## src/rtl/i2c_register_access_master_defines.svh

```systemverilog
// Assertion macros shared by the I2C register access master RTL
`ifndef I2C_REGISTER_ACCESS_MASTER_DEFINES_SVH
`define I2C_REGISTER_ACCESS_MASTER_DEFINES_SVH

// Same-cycle implication, sampled on clk, off during reset
`define I2CM_ASSERT_IMP(label, ante, cons, msg) \
	label: assert property (@(posedge clk) disable iff (!arst_n) (ante) |-> (cons)) \
		else $error(msg);

// Next-cycle implication, sampled on clk, off during reset
`define I2CM_ASSERT_NXT(label, ante, cons, msg) \
	label: assert property (@(posedge clk) disable iff (!arst_n) (ante) |=> (cons)) \
		else $error(msg);

`endif

```

## src/rtl/i2cm_pkg.sv

```systemverilog
// Types, codes and constants of the I2C register access master
package i2cm_pkg;

	// config register indexes and reset values
	localparam logic CFG_HALF_PERIOD = 1'b0;
	localparam logic CFG_ACK_TIMEOUT = 1'b1;
	localparam logic [9:0]  HALF_PERIOD_RST = 10'd4;
	localparam logic [15:0] ACK_TIMEOUT_RST = 16'd1000;

	// command codes
	localparam logic [1:0] ACT_TICK  = 2'd0;
	localparam logic [1:0] ACT_WRITE = 2'd1;
	localparam logic [1:0] ACT_READ  = 2'd2;

	// byte stages of a transaction
	localparam logic [1:0] STG_DEV  = 2'd0;
	localparam logic [1:0] STG_REG  = 2'd1;
	localparam logic [1:0] STG_DATA = 2'd2;

	localparam logic [3:0] BITS_PER_BYTE = 4'd8;
	localparam logic [3:0] LAST_BIT      = 4'd7;

	typedef enum logic [4:0] {
		PH_IDLE,
		PH_S_SETUP,
		PH_S_HIGH,
		PH_S_LOW,
		PH_W_LOW,
		PH_W_HIGH,
		PH_A_LOW,
		PH_A_HIGH,
		PH_A_POLL,
		PH_R_LOW,
		PH_R_HIGH,
		PH_K_SETUP,
		PH_K_HIGH,
		PH_K_LOW,
		PH_P_LOW,
		PH_P_HIGH,
		PH_P_REL
	} phase_t;

	typedef struct packed {
		logic [1:0] action;
		logic [7:0] slave_addr;
		logic [7:0] target_reg;
		logic [7:0] write_data;
		logic [7:0] byte_count;
		logic       sda_in;
	} cmd_t;

	typedef struct packed {
		logic       scl_level;
		logic       sda_drive_low;
		logic       busy_res;
		logic [7:0] read_byte;
		logic       read_valid;
		logic       read_last;
		logic       done_res;
		logic       failed;
	} rsp_t;

	typedef struct packed {
		phase_t      phase;
		logic [3:0]  bit_index;
		logic [7:0]  shift_reg;
		logic [7:0]  bytes_left;
		logic [15:0] ack_wait_cnt;
		logic [9:0]  delay_cnt;
		logic [7:0]  dev;
		logic [7:0]  regad;
		logic [7:0]  data;
		logic        is_read;
		logic [1:0]  stage;
		logic        aborted;
	} seq_state_t;

	typedef struct packed {
		logic [9:0]  half_period;
		logic [15:0] ack_timeout;
	} i2cm_cfg_t;

endpackage

```

## src/rtl/i2cm_if.sv

```systemverilog
// Valid/ready channels for command words and result words
interface i2cm_cmd_if import i2cm_pkg::*; ();
	logic valid;
	logic ready;
	cmd_t data;

	modport source(output valid, output data, input ready);
	modport sink(input valid, input data, output ready);
endinterface

interface i2cm_rsp_if import i2cm_pkg::*; ();
	logic valid;
	logic ready;
	rsp_t data;

	modport source(output valid, output data, input ready);
	modport sink(input valid, input data, output ready);
endinterface

```

## src/rtl/i2cm_step.sv

```systemverilog
// One-tick next-state and bus-level logic of the I2C sequencer
module i2cm_step import i2cm_pkg::*; (
	input  seq_state_t cur,
	input  cmd_t       cmd,
	input  i2cm_cfg_t  cfg,
	output seq_state_t nxt,
	output rsp_t       rsp
);

	logic [9:0]  dly_inc;
	logic        seg_over;
	logic [9:0]  seg_dly;
	logic [7:0]  smp_shift;
	logic [3:0]  bit_inc;
	logic [15:0] wait_inc;
	logic [7:0]  bytes_dec;

	// segment timer shared by all timed phases
	assign dly_inc   = cur.delay_cnt + 10'd1;
	assign seg_over  = dly_inc >= cfg.half_period;
	assign seg_dly   = seg_over ? 10'd0 : dly_inc;
	assign smp_shift = {cur.shift_reg[6:0], cmd.sda_in};
	assign bit_inc   = cur.bit_index + 4'd1;
	assign wait_inc  = cur.ack_wait_cnt + 16'd1;
	assign bytes_dec = (cur.bytes_left == 8'd0) ? 8'd0 : cur.bytes_left - 8'd1;

	// phase transitions
	always_comb begin
		nxt            = cur;
		rsp.read_byte  = 8'd0;
		rsp.read_valid = 1'b0;
		rsp.read_last  = 1'b0;
		rsp.done_res   = 1'b0;
		rsp.failed     = 1'b0;
		case (cur.phase)
			PH_IDLE: begin
				if (cmd.action == ACT_WRITE || cmd.action == ACT_READ) begin
					nxt.dev          = cmd.slave_addr;
					nxt.regad        = cmd.target_reg;
					nxt.data         = cmd.write_data;
					nxt.is_read      = (cmd.action == ACT_READ);
					nxt.bytes_left   = (cmd.byte_count == 8'd0) ? 8'd1 : cmd.byte_count;
					nxt.stage        = STG_DEV;
					nxt.aborted      = 1'b0;
					nxt.ack_wait_cnt = 16'd0;
					nxt.shift_reg    = cmd.slave_addr;
					nxt.bit_index    = 4'd0;
					nxt.delay_cnt    = 10'd0;
					nxt.phase        = PH_S_SETUP;
				end
			end
			PH_S_SETUP, PH_S_HIGH, PH_W_LOW, PH_A_LOW, PH_R_LOW,
			PH_K_SETUP, PH_K_HIGH, PH_P_LOW, PH_P_HIGH: begin
				nxt.delay_cnt = seg_dly;
				if (seg_over) begin
					case (cur.phase)
						PH_S_SETUP: nxt.phase = PH_S_HIGH;
						PH_S_HIGH:  nxt.phase = PH_S_LOW;
						PH_W_LOW:   nxt.phase = PH_W_HIGH;
						PH_A_LOW:   nxt.phase = PH_A_HIGH;
						PH_R_LOW:   nxt.phase = PH_R_HIGH;
						PH_K_SETUP: nxt.phase = PH_K_HIGH;
						PH_K_HIGH:  nxt.phase = PH_K_LOW;
						PH_P_LOW:   nxt.phase = PH_P_HIGH;
						PH_P_HIGH:  nxt.phase = PH_P_REL;
						default:    nxt.phase = PH_IDLE;
					endcase
				end
			end
			PH_S_LOW: begin
				nxt.delay_cnt = seg_dly;
				if (seg_over) begin
					nxt.bit_index = 4'd0;
					nxt.phase     = PH_W_LOW;
				end
			end
			PH_W_HIGH: begin
				nxt.delay_cnt = seg_dly;
				if (seg_over) begin
					nxt.shift_reg = {cur.shift_reg[6:0], 1'b0};
					nxt.bit_index = bit_inc;
					nxt.phase     = (bit_inc >= BITS_PER_BYTE) ? PH_A_LOW : PH_W_LOW;
				end
			end
			PH_A_HIGH: begin
				nxt.delay_cnt = seg_dly;
				if (seg_over) begin
					nxt.ack_wait_cnt = 16'd0;
					nxt.phase        = PH_A_POLL;
				end
			end
			PH_A_POLL: begin
				if (!cmd.sda_in) begin
					// acked: move to the next byte of the transaction, or to the stop after the last written byte
					nxt.delay_cnt = 10'd0;
					nxt.bit_index = 4'd0;
					case (cur.stage)
						STG_DEV: begin
							nxt.stage     = STG_REG;
							nxt.shift_reg = cur.regad;
							nxt.phase     = PH_W_LOW;
						end
						STG_REG: begin
							nxt.stage = STG_DATA;
							if (cur.is_read) begin
								nxt.shift_reg = cur.dev + 8'd1;
								nxt.phase     = PH_S_SETUP;
							end else begin
								nxt.shift_reg = cur.data;
								nxt.phase     = PH_W_LOW;
							end
						end
						default: begin
							if (cur.is_read) begin
								nxt.shift_reg = 8'd0;
								nxt.phase     = PH_R_LOW;
							end else begin
								nxt.phase = PH_P_LOW;
							end
						end
					endcase
				end else begin
					nxt.ack_wait_cnt = wait_inc;
					if (wait_inc == 16'd0 || wait_inc >= cfg.ack_timeout) begin
						nxt.aborted   = 1'b1;
						nxt.delay_cnt = 10'd0;
						nxt.phase     = PH_P_LOW;
					end
				end
			end
			PH_R_HIGH: begin
				// sample on the first tick of the high segment
				if (cur.delay_cnt == 10'd0) begin
					nxt.shift_reg = smp_shift;
					if (cur.bit_index == LAST_BIT) begin
						rsp.read_byte  = smp_shift;
						rsp.read_valid = 1'b1;
						rsp.read_last  = (cur.bytes_left <= 8'd1);
					end
				end
				nxt.delay_cnt = seg_dly;
				if (seg_over) begin
					nxt.bit_index = bit_inc;
					nxt.phase     = (bit_inc >= BITS_PER_BYTE) ? PH_K_SETUP : PH_R_LOW;
				end
			end
			PH_K_LOW: begin
				nxt.delay_cnt = seg_dly;
				if (seg_over) begin
					nxt.bytes_left = bytes_dec;
					if (bytes_dec == 8'd0) begin
						nxt.phase = PH_P_LOW;
					end else begin
						nxt.shift_reg = 8'd0;
						nxt.bit_index = 4'd0;
						nxt.phase     = PH_R_LOW;
					end
				end
			end
			PH_P_REL: begin
				nxt.delay_cnt = seg_dly;
				if (seg_over) begin
					nxt.phase    = PH_IDLE;
					rsp.done_res = 1'b1;
					rsp.failed   = cur.aborted;
					nxt.aborted  = 1'b0;
				end
			end
			default: begin
				nxt.phase     = PH_IDLE;
				nxt.delay_cnt = 10'd0;
			end
		endcase

		// bus levels from the updated phase
		rsp.busy_res = (nxt.phase != PH_IDLE);
		case (nxt.phase)
			PH_S_SETUP, PH_A_LOW, PH_R_LOW: begin
				rsp.scl_level     = 1'b0;
				rsp.sda_drive_low = 1'b0;
			end
			PH_S_LOW, PH_P_HIGH: begin
				rsp.scl_level     = 1'b1;
				rsp.sda_drive_low = 1'b1;
			end
			PH_P_LOW: begin
				rsp.scl_level     = 1'b0;
				rsp.sda_drive_low = 1'b1;
			end
			PH_W_LOW: begin
				rsp.scl_level     = 1'b0;
				rsp.sda_drive_low = !nxt.shift_reg[7];
			end
			PH_W_HIGH: begin
				rsp.scl_level     = 1'b1;
				rsp.sda_drive_low = !nxt.shift_reg[7];
			end
			PH_K_SETUP, PH_K_LOW: begin
				rsp.scl_level     = 1'b0;
				rsp.sda_drive_low = (nxt.bytes_left > 8'd1);
			end
			PH_K_HIGH: begin
				rsp.scl_level     = 1'b1;
				rsp.sda_drive_low = (nxt.bytes_left > 8'd1);
			end
			default: begin
				rsp.scl_level     = 1'b1;
				rsp.sda_drive_low = 1'b0;
			end
		endcase
	end

endmodule

```

## src/rtl/i2c_register_access_master.sv

```systemverilog
// Top level of the I2C register access master: config, sequencer state, result register
//
//  channel | dir | word                                             | accepted when
//  cmd     | in  | action, dev/reg addr, write_data, count, sda_in  | cmd.valid & cmd.ready
//  rsp     | out | bus levels, busy, read byte/valid/last, done     | rsp.valid & rsp.ready
//  cfg     | in  | cfg_we, cfg_idx, cfg_wdata                       | cfg_we
//
// Each command word is one bus tick; it gives exactly one result word.
// A word is accepted per cycle unless stalled; its registered result shows next cycle.
// The result register holds one word; cmd.ready drops only while it is full and stalled.
// arst_n clears the sequencer to idle and loads the config reset values.
`include "i2c_register_access_master_defines.svh"

module i2c_register_access_master import i2cm_pkg::*; (
	input  logic        clk,
	input  logic        arst_n,
	input  logic        cfg_we,
	input  logic        cfg_idx,
	input  logic [15:0] cfg_wdata,
	i2cm_cmd_if.sink    cmd,
	i2cm_rsp_if.source  rsp
);

	i2cm_cfg_t  cfg_q;
	seq_state_t st_q;
	seq_state_t st_nxt;
	rsp_t       rsp_nxt;
	rsp_t       rsp_q;
	logic       rsp_vld_q;
	logic       acc;

	assign cmd.ready = !rsp_vld_q || rsp.ready;
	assign acc       = cmd.valid && cmd.ready;
	assign rsp.valid = rsp_vld_q;
	assign rsp.data  = rsp_q;

	// config registers
	always_ff @(posedge clk or negedge arst_n) begin
		if (!arst_n) begin
			cfg_q.half_period <= HALF_PERIOD_RST;
			cfg_q.ack_timeout <= ACK_TIMEOUT_RST;
		end else if (cfg_we) begin
			case (cfg_idx)
				CFG_HALF_PERIOD: cfg_q.half_period <= cfg_wdata[9:0];
				CFG_ACK_TIMEOUT: cfg_q.ack_timeout <= cfg_wdata;
				default:         cfg_q <= cfg_q;
			endcase
		end
	end

	i2cm_step u_step (
		.cur (st_q),
		.cmd (cmd.data),
		.cfg (cfg_q),
		.nxt (st_nxt),
		.rsp (rsp_nxt)
	);

	// sequencer state, advanced once per accepted word
	always_ff @(posedge clk or negedge arst_n) begin
		if (!arst_n) begin
			st_q <= '{phase: PH_IDLE, default: '0};
		end else if (acc) begin
			st_q <= st_nxt;
		end
	end

	// result register
	always_ff @(posedge clk or negedge arst_n) begin
		if (!arst_n) begin
			rsp_vld_q <= 1'b0;
		end else if (acc) begin
			rsp_vld_q <= 1'b1;
		end else if (rsp.ready) begin
			rsp_vld_q <= 1'b0;
		end
	end

	always_ff @(posedge clk) begin
		if (acc) begin
			rsp_q <= rsp_nxt;
		end
	end

	// checks
	`I2CM_ASSERT_IMP(a_full_blocks, rsp_vld_q && !rsp.ready, !cmd.ready, "accept while result stalled")
	`I2CM_ASSERT_NXT(a_hold_state, !acc, $stable(st_q), "state moved without a word")
	`I2CM_ASSERT_IMP(a_done_idle, rsp_vld_q && rsp_q.done_res, !rsp_q.busy_res && st_q.phase == PH_IDLE, "done while busy")
	`I2CM_ASSERT_IMP(a_fail_done, rsp_vld_q && (rsp_q.failed || rsp_q.read_last), rsp_q.done_res || rsp_q.read_valid, "flag without event")
	`I2CM_ASSERT_IMP(a_rd_busy, rsp_vld_q && rsp_q.read_valid, rsp_q.busy_res && st_q.is_read, "read byte outside a read")

endmodule
```

## src/flat_wrapper.sv

```systemverilog
// flat-port wrapper written by rule: the top's interface ports become plain ports
module i2c_register_access_master_flat import i2cm_pkg::*;
  (clk, arst_n, cfg_we, cfg_idx, cfg_wdata, cmd_valid, cmd_data, cmd_ready, rsp_valid, rsp_data, rsp_ready);
  i2cm_cmd_if cmd_i ();
  i2cm_rsp_if rsp_i ();
  input  logic clk;
  input  logic arst_n;
  input  logic cfg_we;
  input  logic cfg_idx;
  input  logic [15:0] cfg_wdata;
  input wire logic [$bits(cmd_i.valid)-1:0] cmd_valid;
  input wire logic [$bits(cmd_i.data)-1:0] cmd_data;
  output wire logic [$bits(cmd_i.ready)-1:0] cmd_ready;
  output wire logic [$bits(rsp_i.valid)-1:0] rsp_valid;
  output wire logic [$bits(rsp_i.data)-1:0] rsp_data;
  input wire logic [$bits(rsp_i.ready)-1:0] rsp_ready;
  assign cmd_i.valid = cmd_valid;
  assign cmd_i.data = cmd_data;
  assign cmd_ready = cmd_i.ready;
  assign rsp_valid = rsp_i.valid;
  assign rsp_data = rsp_i.data;
  assign rsp_i.ready = rsp_ready;
  i2c_register_access_master u_core (.clk(clk), .arst_n(arst_n), .cfg_we(cfg_we), .cfg_idx(cfg_idx), .cfg_wdata(cfg_wdata), .cmd(cmd_i), .rsp(rsp_i));
endmodule
```

## config.mk

```make
export PLATFORM = sky130hd
export DESIGN_NAME = i2c_register_access_master_flat
export DESIGN_NICKNAME = d
export VERILOG_FILES = /design/src/rtl/i2cm_pkg.sv /design/src/rtl/i2cm_if.sv /design/src/rtl/i2cm_step.sv /design/src/rtl/i2c_register_access_master.sv /design/src/flat_wrapper.sv
export VERILOG_INCLUDE_DIRS = /design/src /design/src/rtl
export SDC_FILE = /design/constraint.sdc
export NUM_CORES = 1
export LEC_CHECK = 0
export BUFFER_PORTS_ARGS = -buffer_cell sky130_fd_sc_hd__buf_2
export CORE_MARGIN = 2
export CORE_UTILIZATION = 45
export CTS_BUF_LIST = sky130_fd_sc_hd__clkbuf_8
export DETAILED_ROUTE_END_ITERATION = 12
export PLACE_DENSITY_LB_ADDON = 0.12
export SYNTH_ARGS = -nofsm -noshare
export SYNTH_HDL_FRONTEND = slang
export SYNTH_SLANG_ARGS = --single-unit
```

## constraint.sdc

```tcl
create_clock -name clk -period 8.5 [get_ports clk]
set_input_delay 0.85 -clock clk [delete_from_list [all_inputs] [get_ports clk]]
set_output_delay 0.85 -clock clk [all_outputs]
set_load 0.005 [all_outputs]
```

==> metrics.txt <==
status finished clean; maximum number of pins on one net before global-route repair 67; cell type with the largest total area after synthesis sky130_fd_sc_hd__dfrtp_1; setup repair after global routing missed its margin false; number of setup violations in the final report 0; setup TNS 0 ps; average wire per cell in the routed design 17.5 µm; # nets final 972; kind of capture point of the worst setup path register; power density over cell area 244 nW/µm²; Avg Cell Area, Syn 9.27 µm²; number of warnings printed during yosys synthesis 0; number of buffers created by CTS 17; via density per instance 5.69; skew final 19.2 ps; TritonCTS clock tree yes; final design instance area without fill 8530 µm²; Netlist cell types 81; multi-input combinational cell area 4160 µm²; syn_nets 922; share of synthesized registers carrying an async set or reset 87.6%; actual transition at the worst max-transition pin 1020 ps; Synth-to-Final Area Change 11.4%; CP bufs+invs 0; met1 Track Usage GR 30.1%; share of the synthesized area in the top cell type 32.4%; via total after detailed routing 6313; area of placed instances 8120 µm²; Total Routing Usage GR 22.4%; HPWL after detailed placement 14.7 mm; leakage power figure 3.68 nW; global-route wire length before repair 32.2 mm; post-route clock period utilization 52.4%; number of global-route vias before repair 6377; Core Region 16600 µm²; global routing met2 resource utilization 36.9%; Top Family by Delay on Critical Path compound AO/OA/AOI/OAI gates; commonest cells in the synthesized netlist sky130_fd_sc_hd__nand2_1 (103), sky130_fd_sc_hd__dfrtp_1 (99), sky130_fd_sc_hd__o21ai_0 (75), sky130_fd_sc_hd__nor2_1 (55), sky130_fd_sc_hd__mux2_2 (47); final non-filler cell total 1109; category of the worst setup path launch point register; class of the most critical hold timing path primary input to async pin; number of rows in the core area 47; fraction of final layout cells sized beyond drive strength 1 20.2%; dominant register cell in the synthesized netlist sky130_fd_sc_hd__dfrtp_1; weighted congestion reported at the end of routability-driven placement 0.932; height of the die 134 µm; global route overflow 0; diode count 0; dpl cells 1077; number of iterations in the first detailed-routing pass 5; maximum buffer depth of the clock tree 2; top cells by area, synth sky130_fd_sc_hd__dfrtp_1 (32%), sky130_fd_sc_hd__mux2_2 (6.9%), sky130_fd_sc_hd__ha_1 (6.4%); tightest slew margin relative to the limit 31.9%; Detailed Route Iter0 Violations 396; Reg clk slew, reported paths 80 ps; H-Tree Depth 4; global routing's busiest layer met2; number of clock sinks seen by CTS 121; number of buffers inserted by post-CTS setup repair 0; IR Drop Worst-Case VDD 0.135 mV; instance count of the mapped netlist 826; sequential element share of the synthesized area 40.7%; max_cap viols 0; die area 18100 µm²; utilization of the core after routing 51.4%; sequential cell area 3110 µm²; antenna violations before repair 0; fmax 224 MHz; cell repeated most along the worst path sky130_fd_sc_hd__o21ai_0; final antenna-violating net count 0; type of the worst setup path register to register; # resized after CTS 0; hold buffer count at cts 0; netlist area before placement 7650 µm²; number of fill cells 1577; number of pins exceeding their max-slew limit in the final report 0; clock insertion delay at the later pin of the skew report 450 ps; critical path arrival 4620 ps; number of ports placed on the die boundary 74; number of synthesized register bits 121; Hold Fails Final Rpt 0; DRC viols 0; CP peak stage delay 590 ps; number of buffers inserted by port buffering 73; Total Wirelength 19.4 mm; most used standard cell by instance count after synthesis sky130_fd_sc_hd__nand2_1; starting utilization of the core area 46.2%; CP Data Required Time 8660 ps; met3 capacity usage during global routing 4.12%; cells traversed along the worst timing path nand3_1 -> nor2_1 -> nand4_1 -> xnor2_1 -> ha_1 -> a2111oi_0 -> o21ai_0 -> o21ai_1 -> or2_2 -> o21ai_0 -> a21oi_1 -> nor4b_1 -> o2111ai_1 -> nor4bb_4; largest fanout of any net on the critical path 22; cell at the root of the clock tree sky130_fd_sc_hd__clkbuf_8; final critical path time including I/O delays and setup 4450 ps; Post-synth EDFFs 15; Chip Width 134 µm; CP max-delay cell sky130_fd_sc_hd__a21oi_1
-- cell usage in the layout (no fill, tap or decap), types with 15 or more instances in the layout --
master and instances:
sky130_fd_sc_hd__nor3_1 19, sky130_fd_sc_hd__dfrtp_1 99, sky130_fd_sc_hd__a21oi_1 32, sky130_fd_sc_hd__buf_2 72
sky130_fd_sc_hd__ha_1 39, sky130_fd_sc_hd__nor2_1 55, sky130_fd_sc_hd__xnor2_1 20, sky130_fd_sc_hd__inv_1 45
sky130_fd_sc_hd__mux2_2 47, sky130_fd_sc_hd__nand3_1 24, sky130_fd_sc_hd__edfxtp_1 15, sky130_fd_sc_hd__clkbuf_8 17
sky130_fd_sc_hd__nand2_1 103, sky130_fd_sc_hd__o21ai_0 75
-- worst register-to-register path, stage by stage (launching register included) --
cell                        delay [ps]
sky130_fd_sc_hd__dfrtp_1           460
sky130_fd_sc_hd__nand3_1           130
sky130_fd_sc_hd__nor2_1            170
sky130_fd_sc_hd__nand4_1           160
sky130_fd_sc_hd__xnor2_1           230
sky130_fd_sc_hd__ha_1              280
sky130_fd_sc_hd__a2111oi_0         480
sky130_fd_sc_hd__o21ai_0           160
sky130_fd_sc_hd__o21ai_1           230
sky130_fd_sc_hd__or2_2             470
sky130_fd_sc_hd__o21ai_0           170
sky130_fd_sc_hd__a21oi_1           590
sky130_fd_sc_hd__nor4b_1           320
sky130_fd_sc_hd__o2111ai_1         150
sky130_fd_sc_hd__nor4bb_4          180
-- report_power, final --
group	total (mW)	switching (mW)	internal (mW)
Sequential	0.879	0.157	0.723
Combinational	0.666	0.370	0.296
Clock	0.536	0.246	0.290
-- final cells by class --
class                           instances  area share [%]
Timing Repair Buffer                   77            4.67
Multi-Input combinational cell        614            48.8
Sequential cell                       121            36.5
Inverter                               45            1.98
Clock inverter                         15            2.08
Clock buffer                           17            2.74
Tap cell                              220            3.23
-- per-layer routing --
metal / wire length (µm) / vias up
met5: 0 / -
met4: 249 / 0
met3: 919 / 19
met2: 9350 / 180
met1: 8890 / 3039
li1: - / 3075
-- sequential cells by signal, indices dropped and copies added, names as in the netlist --
name and flops:
u_core.cfg_q 26, u_core.rsp.data 15, u_core.st_q 79, u_core.rsp.valid 1
-- stage by stage --
step                      hold WS [ps]  power, mW  worst slack (ps)
after global routing               410       2.23              3740
after CTS                          382       2.09              4070
after floorplan                    452       1.35              4870
after global placement             473       1.54              4350
final                              390       2.08              4050
after detailed placement           479       1.55              4070
-- cells by family (layout without fill, tap and decap cells) --
logic type                 Yosys count  count (layout)  synth area share (%)
AOI/OAI and AO/OA                  200             200                  17.1
xor gates and xnor gates            32              32                  3.76
adders and majority gates           39              39                  6.37
buffers and inverters               91             154                  4.97
DFF                                121             121                  40.7
muxes                               57              57                  8.22
and+or+nand+nor                    286             286                  18.9
-- worst paths after layout --
path	slack (ps)	to	cells past startpoint	startpoint
hold reg to reg	500	u_core.st_q[0]$_DFFE_PN0P_	1	u_core.st_q[0]$_DFFE_PN0P_
max in group asynchronous	6830	u_core.st_q[27]$_DFFE_PN0P_	2	arst_n
min in group clk	500	u_core.st_q[0]$_DFFE_PN0P_	1	u_core.st_q[0]$_DFFE_PN0P_
setup / recovery	4050	u_core.rsp.data[13]$_DFFE_PP_	14	u_core.st_q[30]$_DFFE_PN0P_
hold / removal	390	u_core.st_q[54]$_DFFE_PN0P_	1	arst_n
setup reg to reg	4050	u_core.rsp.data[13]$_DFFE_PP_	14	u_core.st_q[30]$_DFFE_PN0P_
(Power assumes the default switching activity.)
